[src/mrupr_pkg.sv]
// Shared constants and types for the MRU page replacement unit.
package mrupr_pkg;

	// Default sizes of the frame table
	localparam int FRAMES_DEF    = 16;
	localparam int PAGE_BITS_DEF = 16;

	// Fixed widths of the port fields
	localparam int PAGE_W  = 16;
	localparam int SLOT_W  = 4;
	localparam int COUNT_W = 32;
	localparam int FIU_W   = 5;

	// Configuration port
	localparam int             CFG_ADDR_W        = 3;
	localparam int             CFG_DATA_W        = 32;
	localparam logic           REG_FRAMES_IN_USE = 1'b0;
	localparam logic [FIU_W-1:0] FIU_RESET       = 5'd16;

	localparam logic [COUNT_W-1:0] COUNT_MAX = '1;

	// Sequencer states
	typedef enum logic [2:0] {
		ST_IDLE,
		ST_SCAN,
		ST_EV_RD,
		ST_EV_CAP,
		ST_UPDATE
	} state_t;

endpackage

[src/mrupr_ram.sv]
// Generic single-write, single-read RAM with registered read data.
module mrupr_ram #(
	parameter int WIDTH = 16,
	parameter int DEPTH = 16,
	parameter int AW    = (DEPTH > 1) ? $clog2(DEPTH) : 1
) (
	input  logic             clk,
	input  logic             we,
	input  logic [AW-1:0]    waddr,
	input  logic [WIDTH-1:0] wdata,
	input  logic             re,
	input  logic [AW-1:0]    raddr,
	output logic [WIDTH-1:0] rdata
);

	logic [WIDTH-1:0] mem_q [DEPTH];

	// Write port
	always_ff @(posedge clk) begin
		if (we) begin
			mem_q[waddr] <= wdata;
		end
	end

	// Registered read port
	always_ff @(posedge clk) begin
		if (re) begin
			rdata <= mem_q[raddr];
		end
	end

endmodule

[src/mru_page_replacement_unit.sv]
// Top level of the MRU page replacement unit: sequencer, frame scan and result register.
//
// Fully associative page-frame table with most-recently-used replacement.
// Input channel (in_valid/in_ready, page_number): one page reference per
// transaction. Output channel (out_valid/out_ready): one result per reference
// with hit flag, frame slot, eviction flag and evicted page, and saturating
// hit and fault totals.
// Configuration: APB-style write of frames_in_use at byte address 0; clamped
// to 1..FRAMES when a reference starts. Write it only while the unit is idle.
// Scan: the page store is scanned through one RAM read port and one
// comparator, one frame per cycle, in ascending order, stopping at the first
// hit. A hit goes straight to the update step; a miss scans every frame in
// use, then goes to the update step if a free frame was found, else reads the
// evicted page in the read and capture steps first; then the unit idles again.
// in_ready is high only while the sequencer is idle; a finished result sits in
// the output register, so the next reference is accepted while it waits.
// When the receiver stalls, the next result holds in the update step until
// the output register frees up.
// Reset: all frames invalid, last-touched frame 0, totals 0, frames_in_use 16.
module mru_page_replacement_unit #(
	parameter int FRAMES    = mrupr_pkg::FRAMES_DEF,
	parameter int PAGE_BITS = mrupr_pkg::PAGE_BITS_DEF
) (
	input  logic                                 clk,
	input  logic                                 arst_n,
	// Configuration port
	input  logic                                 psel,
	input  logic                                 penable,
	input  logic                                 pwrite,
	input  logic [mrupr_pkg::CFG_ADDR_W-1:0]     paddr,
	input  logic [mrupr_pkg::CFG_DATA_W-1:0]     pwdata,
	output logic [mrupr_pkg::CFG_DATA_W-1:0]     prdata,
	output logic                                 pready,
	// Reference channel
	input  logic                                 in_valid,
	output logic                                 in_ready,
	input  logic [mrupr_pkg::PAGE_W-1:0]         page_number,
	// Result channel
	output logic                                 out_valid,
	input  logic                                 out_ready,
	output logic                                 was_hit,
	output logic [mrupr_pkg::SLOT_W-1:0]         frame_slot,
	output logic                                 did_evict,
	output logic [mrupr_pkg::PAGE_W-1:0]         evicted_page,
	output logic [mrupr_pkg::COUNT_W-1:0]        hit_total,
	output logic [mrupr_pkg::COUNT_W-1:0]        fault_total
);

	import mrupr_pkg::*;

	localparam int SW = (FRAMES > 1) ? $clog2(FRAMES) : 1;
	localparam int CW = $clog2(FRAMES + 1);

	// Configuration register
	logic [FIU_W-1:0] fiu_q;
	logic             cfg_wr;

	// Sequencer
	state_t state_q, state_d;

	// Reference context
	logic [PAGE_BITS-1:0] page_q;
	logic [CW-1:0]        n_q;
	logic [31:0]          n_clamp;

	// Scan
	logic [CW-1:0] rd_cnt_q;
	logic          cmp_vld_s1;
	logic [SW-1:0] cmp_idx_s1;
	logic          free_found_q;
	logic [SW-1:0] free_slot_q;
	logic          cur_valid;
	logic          scan_hit;
	logic          scan_last;
	logic          scan_free;
	logic [SW-1:0] scan_free_slot;
	logic          issue_rd;
	logic [SW-1:0] stale_slot;

	// Outcome of the current reference
	logic                 hit_q;
	logic                 evict_q;
	logic [SW-1:0]        slot_q;
	logic [PAGE_BITS-1:0] old_q;

	// Table state
	logic [FRAMES-1:0] valid_q;
	logic [SW-1:0]     last_q;
	logic [COUNT_W-1:0] hit_cnt_q, fault_cnt_q;
	logic [COUNT_W-1:0] hit_cnt_d, fault_cnt_d;

	// Page store
	logic                 ram_we, ram_re;
	logic [SW-1:0]        ram_raddr;
	logic [PAGE_BITS-1:0] ram_rdata;

	// Result register
	logic                 out_valid_q;
	logic                 res_hit_q, res_evict_q;
	logic [SW-1:0]        res_slot_q;
	logic [PAGE_BITS-1:0] res_old_q;
	logic [COUNT_W-1:0]   res_hit_tot_q, res_fault_tot_q;

	logic accept;
	logic update_fire;

	// Configuration port: always ready, one register
	assign pready = 1'b1;
	assign cfg_wr = psel && penable && pwrite
		&& (paddr[CFG_ADDR_W-1] == REG_FRAMES_IN_USE);
	assign prdata = (paddr[CFG_ADDR_W-1] == REG_FRAMES_IN_USE)
		? CFG_DATA_W'(fiu_q) : '0;

	always_ff @(posedge clk or negedge arst_n) begin
		if (!arst_n) begin
			fiu_q <= FIU_RESET;
		end else if (cfg_wr) begin
			fiu_q <= pwdata[FIU_W-1:0];
		end
	end

	// Clamp the frame count to 1..FRAMES
	always_comb begin
		n_clamp = 32'(fiu_q);
		if (n_clamp == 32'd0) begin
			n_clamp = 32'd1;
		end else if (n_clamp > 32'(FRAMES)) begin
			n_clamp = 32'(FRAMES);
		end
	end

	// Compare stage: one frame per cycle through the shared comparator
	assign cur_valid = valid_q[cmp_idx_s1];
	assign scan_hit  = cmp_vld_s1 && cur_valid && (ram_rdata == page_q);
	assign scan_last = cmp_vld_s1 && ((CW'(cmp_idx_s1) + CW'(1)) == n_q);
	assign scan_free = free_found_q || (cmp_vld_s1 && !cur_valid);
	assign scan_free_slot = free_found_q ? free_slot_q : cmp_idx_s1;
	assign stale_slot = (32'(last_q) < 32'(n_q)) ? last_q : SW'(n_q - CW'(1));

	assign accept      = in_valid && in_ready;
	assign update_fire = (state_q == ST_UPDATE) && (!out_valid_q || out_ready);

	// Next state
	always_comb begin
		state_d = state_q;
		case (state_q)
			ST_IDLE: begin
				if (in_valid) begin
					state_d = ST_SCAN;
				end
			end
			ST_SCAN: begin
				if (scan_hit) begin
					state_d = ST_UPDATE;
				end else if (scan_last) begin
					state_d = scan_free ? ST_UPDATE : ST_EV_RD;
				end
			end
			ST_EV_RD:  state_d = ST_EV_CAP;
			ST_EV_CAP: state_d = ST_UPDATE;
			ST_UPDATE: begin
				if (!out_valid_q || out_ready) begin
					state_d = ST_IDLE;
				end
			end
			default:   state_d = ST_IDLE;
		endcase
	end

	// Sequencer outputs
	always_comb begin
		in_ready  = 1'b0;
		issue_rd  = 1'b0;
		ram_re    = 1'b0;
		ram_raddr = rd_cnt_q[SW-1:0];
		ram_we    = 1'b0;
		case (state_q)
			ST_IDLE: begin
				in_ready = 1'b1;
			end
			ST_SCAN: begin
				issue_rd = (rd_cnt_q < n_q) && !scan_hit;
				ram_re   = issue_rd;
			end
			ST_EV_RD: begin
				ram_re    = 1'b1;
				ram_raddr = slot_q;
			end
			ST_UPDATE: begin
				ram_we = update_fire && !hit_q;
			end
			default: begin
				in_ready = 1'b0;
			end
		endcase
	end

	always_ff @(posedge clk or negedge arst_n) begin
		if (!arst_n) begin
			state_q <= ST_IDLE;
		end else begin
			state_q <= state_d;
		end
	end

	// Scan control
	always_ff @(posedge clk or negedge arst_n) begin
		if (!arst_n) begin
			rd_cnt_q     <= '0;
			cmp_vld_s1   <= 1'b0;
			free_found_q <= 1'b0;
		end else if (accept) begin
			rd_cnt_q     <= '0;
			cmp_vld_s1   <= 1'b0;
			free_found_q <= 1'b0;
		end else if (state_q == ST_SCAN) begin
			cmp_vld_s1 <= issue_rd;
			if (issue_rd) begin
				rd_cnt_q <= rd_cnt_q + CW'(1);
			end
			if (cmp_vld_s1 && !cur_valid && !free_found_q) begin
				free_found_q <= 1'b1;
			end
		end
	end

	// Scan datapath and reference outcome
	always_ff @(posedge clk) begin
		if (accept) begin
			page_q  <= PAGE_BITS'(page_number);
			n_q     <= CW'(n_clamp);
			hit_q   <= 1'b0;
			evict_q <= 1'b0;
			old_q   <= '0;
		end else begin
			case (state_q)
				ST_SCAN: begin
					cmp_idx_s1 <= rd_cnt_q[SW-1:0];
					if (cmp_vld_s1 && !cur_valid && !free_found_q) begin
						free_slot_q <= cmp_idx_s1;
					end
					if (scan_hit) begin
						hit_q  <= 1'b1;
						slot_q <= cmp_idx_s1;
					end else if (scan_last) begin
						if (scan_free) begin
							slot_q <= scan_free_slot;
						end else begin
							slot_q  <= stale_slot;
							evict_q <= 1'b1;
						end
					end
				end
				ST_EV_CAP: begin
					old_q <= ram_rdata;
				end
				default: begin
					old_q <= old_q;
				end
			endcase
		end
	end

	// Saturating totals after this reference
	always_comb begin
		hit_cnt_d   = hit_cnt_q;
		fault_cnt_d = fault_cnt_q;
		if (hit_q) begin
			if (hit_cnt_q != COUNT_MAX) begin
				hit_cnt_d = hit_cnt_q + COUNT_W'(1);
			end
		end else if (fault_cnt_q != COUNT_MAX) begin
			fault_cnt_d = fault_cnt_q + COUNT_W'(1);
		end
	end

	// Commit the reference to the table state
	always_ff @(posedge clk or negedge arst_n) begin
		if (!arst_n) begin
			valid_q     <= '0;
			last_q      <= '0;
			hit_cnt_q   <= '0;
			fault_cnt_q <= '0;
		end else if (update_fire) begin
			if (!hit_q) begin
				valid_q[slot_q] <= 1'b1;
			end
			last_q      <= slot_q;
			hit_cnt_q   <= hit_cnt_d;
			fault_cnt_q <= fault_cnt_d;
		end
	end

	// Result register
	always_ff @(posedge clk or negedge arst_n) begin
		if (!arst_n) begin
			out_valid_q <= 1'b0;
		end else if (update_fire) begin
			out_valid_q <= 1'b1;
		end else if (out_ready) begin
			out_valid_q <= 1'b0;
		end
	end

	always_ff @(posedge clk) begin
		if (update_fire) begin
			res_hit_q       <= hit_q;
			res_evict_q     <= evict_q;
			res_slot_q      <= slot_q;
			res_old_q       <= old_q;
			res_hit_tot_q   <= hit_cnt_d;
			res_fault_tot_q <= fault_cnt_d;
		end
	end

	assign out_valid    = out_valid_q;
	assign was_hit      = res_hit_q;
	assign frame_slot   = SLOT_W'(res_slot_q);
	assign did_evict    = res_evict_q;
	assign evicted_page = PAGE_W'(res_old_q);
	assign hit_total    = res_hit_tot_q;
	assign fault_total  = res_fault_tot_q;

	// Page store
	mrupr_ram #(
		.WIDTH (PAGE_BITS),
		.DEPTH (FRAMES),
		.AW    (SW)
	) u_pages (
		.clk   (clk),
		.we    (ram_we),
		.waddr (slot_q),
		.wdata (page_q),
		.re    (ram_re),
		.raddr (ram_raddr),
		.rdata (ram_rdata)
	);

	// The store is written only when a miss is committed
	a_write_on_miss: assert property (@(posedge clk) disable iff (!arst_n)
		ram_we |-> (state_q == ST_UPDATE) && !hit_q)
		else $error("page store written outside a committed miss");

	// Scan reads stay within the frames in use
	a_scan_in_range: assert property (@(posedge clk) disable iff (!arst_n)
		(ram_re && (state_q == ST_SCAN)) |-> (CW'(ram_raddr) < n_q))
		else $error("scan read beyond frames in use");

	// Valid bits are only ever set
	a_valid_sticky: assert property (@(posedge clk) disable iff (!arst_n)
		1'b1 |=> ((valid_q & $past(valid_q)) == $past(valid_q)))
		else $error("frame valid bit cleared");

	// An accepted reference starts a scan
	a_accept_scan: assert property (@(posedge clk) disable iff (!arst_n)
		accept |=> (state_q == ST_SCAN))
		else $error("accepted reference did not start a scan");

	// Totals never decrease
	a_totals_mono: assert property (@(posedge clk) disable iff (!arst_n)
		1'b1 |=> (hit_cnt_q >= $past(hit_cnt_q)) && (fault_cnt_q >= $past(fault_cnt_q)))
		else $error("running total decreased");

endmodule

[config.mk]
export PLATFORM = sky130hd
export DESIGN_NAME = mru_page_replacement_unit
export DESIGN_NICKNAME = d
export VERILOG_FILES = /design/src/mrupr_pkg.sv /design/src/mrupr_ram.sv /design/src/mru_page_replacement_unit.sv
export SDC_FILE = /design/constraint.sdc
export NUM_CORES = 1
export LEC_CHECK = 0
export BUFFER_PORTS_ARGS = -buffer_cell sky130_fd_sc_hd__buf_2
export CELL_PAD_IN_SITES_DETAIL_PLACEMENT = 2
export CELL_PAD_IN_SITES_GLOBAL_PLACEMENT = 2
export CORE_ASPECT_RATIO = 1.4
export CORE_MARGIN = 5
export CORE_UTILIZATION = 30
export DETAILED_ROUTE_END_ITERATION = 10
export GPL_ROUTABILITY_DRIVEN = 0
export PLACE_DENSITY_LB_ADDON = 0.12
export SYNTH_ARGS = -nofsm -noshare
export SYNTH_HDL_FRONTEND = slang
export SYNTH_SLANG_ARGS = --single-unit
[constraint.sdc]
create_clock -name clk -period 7.8 [get_ports clk]
set_clock_uncertainty 0.05 [all_clocks]
set_input_delay 1.56 -clock clk [delete_from_list [all_inputs] [get_ports clk]]
set_output_delay 1.56 -clock clk [all_outputs]
set_load 0.02 [all_outputs]
## After elaboration in Yosys (flattened, before gate mapping)

Memory sizes are Yosys's and may differ from the RTL's. A register that Yosys moved wholly into a read port is not among the register bits.
Index checks and enable logic that the tools add are counted.

| storage, ports and cells | value |
|---|---|
| memories | 1 |
| RAM bits | 256 |
| output and inout bits | 121 |
| flip-flop bits (word level) | 237 |

Memories:

| memory | words | bits a word | rd ports | clocked after Yosys merged registers in | write ports | RTL line | text |
|---|---|---|---|---|---|---|---|
| u_pages.mem_q | 16 | 16 | 1 | 1 | 1 | mrupr_ram.sv:16 | `logic [WIDTH-1:0] mem_q [DEPTH];` |

| operators by class | value |
|---|---|
| muxes and demuxes | 38 |
| bitwise operators | 6 |
| reduce and logical (&&, ||, !) cells | 37 |
| add/subtract/negate cells | 5 |
| $lt $le $gt $ge | 6 |
| eq/ne operators | 11 |

Operator list:

| kind | number |
|---|---|
| 32-bit 2-to-1 mux | 4 |
| 32-bit by 1-bit adder with 32-bit output (second input constant) | 2 |
| 32-bit != test (second input constant) | 2 |
| 5-bit 2-to-1 mux | 5 |
| 4-bit 2-to-1 mux | 6 |
| 16-bit equality test | 1 |
| 16-bit bitwise OR | 1 |
| 3-bit 2-to-1 mux | 5 |
| 3-bit case mux with 5 select lines | 1 |
| 1-bit 2-to-1 mux | 14 |
| 1-bit logical AND | 13 |
| 4-bit by 5-bit less-than comparator with 1-bit output (second input constant) | 2 |
| 2-bit AND reduction | 5 |
| 2-bit nonzero test | 5 |
| 3-bit AND reduction | 3 |
| 3-bit by 2-bit equality test with 1-bit output (second input constant) | 2 |
| 4-bit by 1-bit adder with 5-bit output (second input constant) | 1 |
| 5-bit by 1-bit adder with 5-bit output (second input constant) | 1 |
| 5-bit equality test | 1 |
| 5-bit greater-than comparator (second input constant) | 1 |
| 1-bit zero test | 5 |
| 5-bit zero test | 1 |
| 4-bit by 5-bit less-than comparator with 1-bit output | 1 |
| 5-bit less-than comparator | 1 |
| other kinds (15) | 20 |

## Longest topological paths before layout

| logic depth | value |
|---|---|
| depth after elaboration | 10 |
| depth in mapped cells | 10 |
| depth with buffers taken out | 8 |

## Modules after synthesis

A second synthesis with hierarchy kept.

| second synthesis, totals | value |
|---|---|
| cells, all modules | 1,384 |
| area, all modules | 21,294.2 um^2 |

Modules (own cells, without submodules):

| module | cells an instance | instances | area an instance (um^2) |
|---|---|---|---|
| mru_page_replacement_unit | 952 | 1 | 11,090.6 |
| mrupr_ram | 432 | 1 | 10,203.5 |

## Worst setup path before layout

No wires, ideal clock.

| timing | value |
|---|---|
| path kind | input-to-reg |
| from | input port out_ready |
| to | register hit_cnt_q[16] |
| data required time | 7.618 ns |
| stages | 7 |
| arrival | 4.767 ns |
| path slack | 2.851 ns |
| path buffers | 1 |
| cells stage by stage | nand2b_1 -> nand2_1 -> clkinv_1 -> nand2_1 -> buf_2 -> nor3_1 -> xor2_1 |

| between the ends | value |
|---|---|
| cells in the longest elaborated chain, start to end | 2 |

Ends and longest elaborated chain:

| what | RTL line | text |
|---|---|---|
| start: declaration | mru_page_replacement_unit.sv:40 | `input logic out_ready,` |
| 1-bit logical OR | mru_page_replacement_unit.sv:141 | `assign update_fire = (state_q == ST_UPDATE) && (!out_valid_q \|\| out_ready);` |
| 1-bit logical AND | mru_page_replacement_unit.sv:141 |  |
| via update_fire | mru_page_replacement_unit.sv:105 | `logic update_fire;` |
| end signal: assignment | mru_page_replacement_unit.sv:289 | `hit_cnt_q <= hit_cnt_d;` |
| end: declaration | mru_page_replacement_unit.sv:89 | `logic [COUNT_W-1:0] hit_cnt_q, fault_cnt_q;` |

The timed path passes the listed nets, and every way through them passes these cells.
A chain may end at the register's enable or synchronous reset.

## Worst setup path in the final report

| timing | value |
|---|---|
| from | register cmp_idx_s1[3] |
| to | register u_pages.rdata[14] (read register of u_pages.mem_q) (enable) |

| between the ends | value |
|---|---|
| cells in the longest elaborated chain, start to end | 7 |

Ends and longest elaborated chain:

| what | RTL line | text |
|---|---|---|
| start: declaration | mru_page_replacement_unit.sv:69 | `logic [SW-1:0] cmp_idx_s1;` |
| start signal: assignment | mru_page_replacement_unit.sv:238 | `cmp_idx_s1 <= rd_cnt_q[SW-1:0];` |
| 1-bit binary-select mux with 4-bit select | mru_page_replacement_unit.sv:133 | `assign cur_valid = valid_q[cmp_idx_s1];` |
| 1-bit 2-to-1 mux (not written as such) | mru_page_replacement_unit.sv:133 |  |
| 1-bit logical AND (2 in series) | mru_page_replacement_unit.sv:134 | `assign scan_hit = cmp_vld_s1 && cur_valid && (ram_rdata == page_q);` |
| 1-bit zero test | mru_page_replacement_unit.sv:182 | `issue_rd = (rd_cnt_q < n_q) && !scan_hit;` |
| 1-bit logical AND | mru_page_replacement_unit.sv:182 |  |
| 1-bit case mux with 2 select lines | mru_page_replacement_unit.sv:177 | `case (state_q)` |
| via ram_re | mru_page_replacement_unit.sv:93 | `logic ram_we, ram_re;` |
| end: declaration | mrupr_ram.sv:13 | `output logic [WIDTH-1:0] rdata` |

The timed path passes the listed nets, and every way through them passes these cells. The select of a mux whose other input is x is not followed.

==> results.md <==
- Outcome: finished, final reports clean
- Multi-input gate area in the final layout: 6420 sq um
- Share of flip-flops with an asynchronous set or reset: 0.196
- Height of the die: 326 microns
- Non-Filler Cell Area, Final: 24,900 sq um
- Post-CTS Resized: 0
- PwrDens: 308 nW/um^2
- Register bit count reported by yosys: 509
- Cells after synthesis: 1,675
- Standard-cell row count: 116
- Net Sw Power: 0.00249 W
- Netlist area before placement: 21,400 sq um
- Number of global-route vias before repair: 15,100
- Post-synthesis sequential area ratio: 0.681
- HP Class: register to register
- Clock root buffer: clkbuf_16
- Core Region: 71,300 sq um
- Total number of clock tree sinks: 509
- Final-layout worst hold slack: 0.386 ns
- Start point of the worst hold path: old_q[0]
- Kind of start point of the critical path: register
- Data arrival at the endpoint of the critical path: 3.93 ns
- Final-stage net count: 1,886
- Most instantiated library cell after synthesis: edfxtp_1
- DRC violations left: 0
- Port Buffers: 121
- FF+latch area: 14,600 sq um
- Beginning of the worst register-to-register path: cmp_idx_s1[3]
- Average size of a mapped cell: 12.8 sq um
- Number of slew-limit violations in the final report: 0
- Comb power frac: 0.219
- Initial DRC Count: 524
- Total routed wirelength: 63,900 microns
- Detailed-route via count: 13,500
- Largest fanout on the critical path: 16
- Final Hold Fails: 0
- Count of yosys warnings during synthesis: 0
- Count of buffers added by post-CTS timing repair for setup: 0
- Highest clock frequency the design can meet: 261 MHz
- Slew margin rel.: 0.259
- Top post-synthesis cells by area: edfxtp_1 (55%), dfrtp_1 (12%), nand2_1 (6.3%)
- Routed length per placed instance: 22.8 microns
- Clock share of power: 0.334
- Cell leakage power: 9.44 nW
- Growth of design area from synthesis to finish: 16.1%
- Wire length of the first global-routing pass: 96,500 microns
- GRT Overall Usage: 0.163
- Estimated wirelength of the detail-placed design: 41,900 microns
- Count of endpoints failing setup in the final report: 0
- Cts bufs inserted: 51
- Synth top cells by count: edfxtp_1 (391), nand2_1 (360), nand3_1 (128)
- Initial core utilization: 0.301
- Kind of critical path: register to register
- Post-layout worst setup margin: 3.98 ns
- Post-synth cell types: 65
- Proportion of layout cells with a drive suffix above 1: 0.160
- Sequential fraction of design power: 0.447
- PnR Total Power: 0.00767 W
- Clock latency on the worst-skew pair: 0.62 ns
- Count of TritonRoute iterations in the first routing pass: 5
- Total overflow reported by the global router: 0
- Number of enable-type register cells in the synthesized netlist: 391
- Maximum vdd drop: 0.000234 V
- Fraction of power spent switching nets: 0.325
- Cell taking the most area after synthesis: edfxtp_1
- Antenna violations before repair: 3
- Horiz. Die Dim: 236 microns
- Hold buffer count at CTS: 0
- Die Footprint: 77,000 sq um
- Actual slew at the worst max-slew pin: 1.10 ns
- Crit path required time: 7.91 ns
- Most used flip-flop cell after synthesis: edfxtp_1
- Proportion of netlist area held by the largest area contributor: 0.548
- Fraction of the cycle the final worst path needs: 0.490
- Number of max-cap violations: 0
- Post-Place Cell Area: 23,200 sq um
- Number of placed I/O pins: 179
- Pin count of the biggest net entering global routing: 129
- ANT nets after route: 0
- Htree depth: 2
- Reg clk slew, reported paths: 0.06 ns
- Sort of element at the end of the critical path: register
- Beginning of the critical path: cmp_idx_s1[3]
- RSZ-0062 raised after global routing: no
- Placement-stage worst setup slack: 3.44 ns
- Clock tree from TritonCTS: built
- Setup TNS: 0 ns
- Vias per cell: 4.82
- Longest Clk Path Bufs: 3
- Total of fill cells in the finished design: 7,342
- Post-route minimum period: 3.82 ns
- Cell internal power dissipation: 0.00518 W
## logic make-up (layout without fill, tap and decap cells)
family	count (synthesis)	in the layout	synth area share
compound gates	99	99	0.0343
xor+xnor	145	145	0.0592
fa+ha+maj	14	14	0.00817
buf+inv	114	270	0.0275
flops	509	509	0.681
mux	71	71	0.0358
other cells	2	29	0.000350
simple gates	721	721	0.154
## through the flow
stage	util	cells
after floorplan	-	1701
after global placement	0.325	2705
after detailed placement	0.325	2705
after CTS	0.349	2801
after global routing	0.349	2801
final	0.349	2802
## power by group through the flow
| stage | Combinational (W) | Sequential (W) | Clock, W |
|---|---|---|---|
| 3_3_place_gp | 0.00170 | 0.00350 | 0 |
| 3_5_place_dp | 0.00173 | 0.00350 | 0 |
| 4_1_cts | 0.00174 | 0.00345 | 0.00265 |
| 5_1_grt | 0.00188 | 0.00345 | 0.00276 |
| 2_1_floorplan | 0.00116 | 0.00336 | 0 |
| 6_report | 0.00168 | 0.00343 | 0.00256 |
## flip-flops by register name (all words and copies together), names as in the netlist, 3 cells and up
register,flops
page_q,16
last_q,4
slot_q,4
evicted_page,16
free_slot_q,4
frame_slot,4
hit_cnt_q,32
fault_total,32
valid_q,16
u_pages.mem_q,256
old_q,16
fault_cnt_q,32
rd_cnt_q,5
fiu_q,5
cmp_idx_s1,4
state_q,3
u_pages.rdata,16
n_q,5
hit_total,32
## metal layers
layer  vias up  GRT usage  part of all wire
li1       6218          -                 -
met1      7002      0.185              0.39
met2       195      0.314              0.55
met3        76     0.0252             0.031
met4         2     0.0455             0.027
met5         -          0           0.00031
## path summary, 6_finish.rpt
check | slack [ns] | cells past startpoint | end
worst max-delay path | 3.98 | 6 | u_pages.rdata[14]
worst min-delay path | 0.39 | 0 | evicted_page[0]
worst max register to register | 3.98 | 6 | u_pages.rdata[14]
worst min register to register | 0.39 | 0 | evicted_page[0]
max in group asynchronous | 5.50 | 2 | hit_cnt_q[27]
min in group asynchronous | 0.92 | 1 | fault_cnt_q[11]
## critical path: stages (launching register included)
cell	delay, ns
edfxtp_1	0.74
mux2i_1	0.17
mux4_2	0.53
mux2_4	0.31
o31ai_1	0.74
or3_2	0.29
nand2_1	0.52
## cells in the final DEF (no fill, tap or decap), types with 14 or more instances in the layout
cell	Yosys	routed
a21oi_1	24	23
a32oi_1	16	16
buf_2	27	120
buf_4	30	36
clkbuf_16	0	51
clkbuf_8	0	14
conb_1	2	28
dfrtp_1	99	99
dfxtp_1	18	18
edfxtp_1	391	391
ha_1	14	14
inv_1	16	15
mux2i_1	56	55
nand2_1	360	360
nand3_1	128	128
nand4_1	20	20
nor2_1	73	65
nor3_1	36	32
o221ai_1	16	16
or2_2	16	16
xnor2_1	74	74
xor2_1	71	71
## final cells by class
type | count | share of cell area
Sequential cell | 509 | 0.587
Clock buffer | 77 | 0.0608
Tap cell | 944 | 0.0474
Timing Repair Buffer | 157 | 0.0358
Clock inverter | 19 | 0.00880
Inverter | 17 | 0.00266
Multi-Input combinational cell | 1078 | 0.258
Antenna cell | 1 | 0.000101
Note: power is estimated with default switching activity, not from simulation.
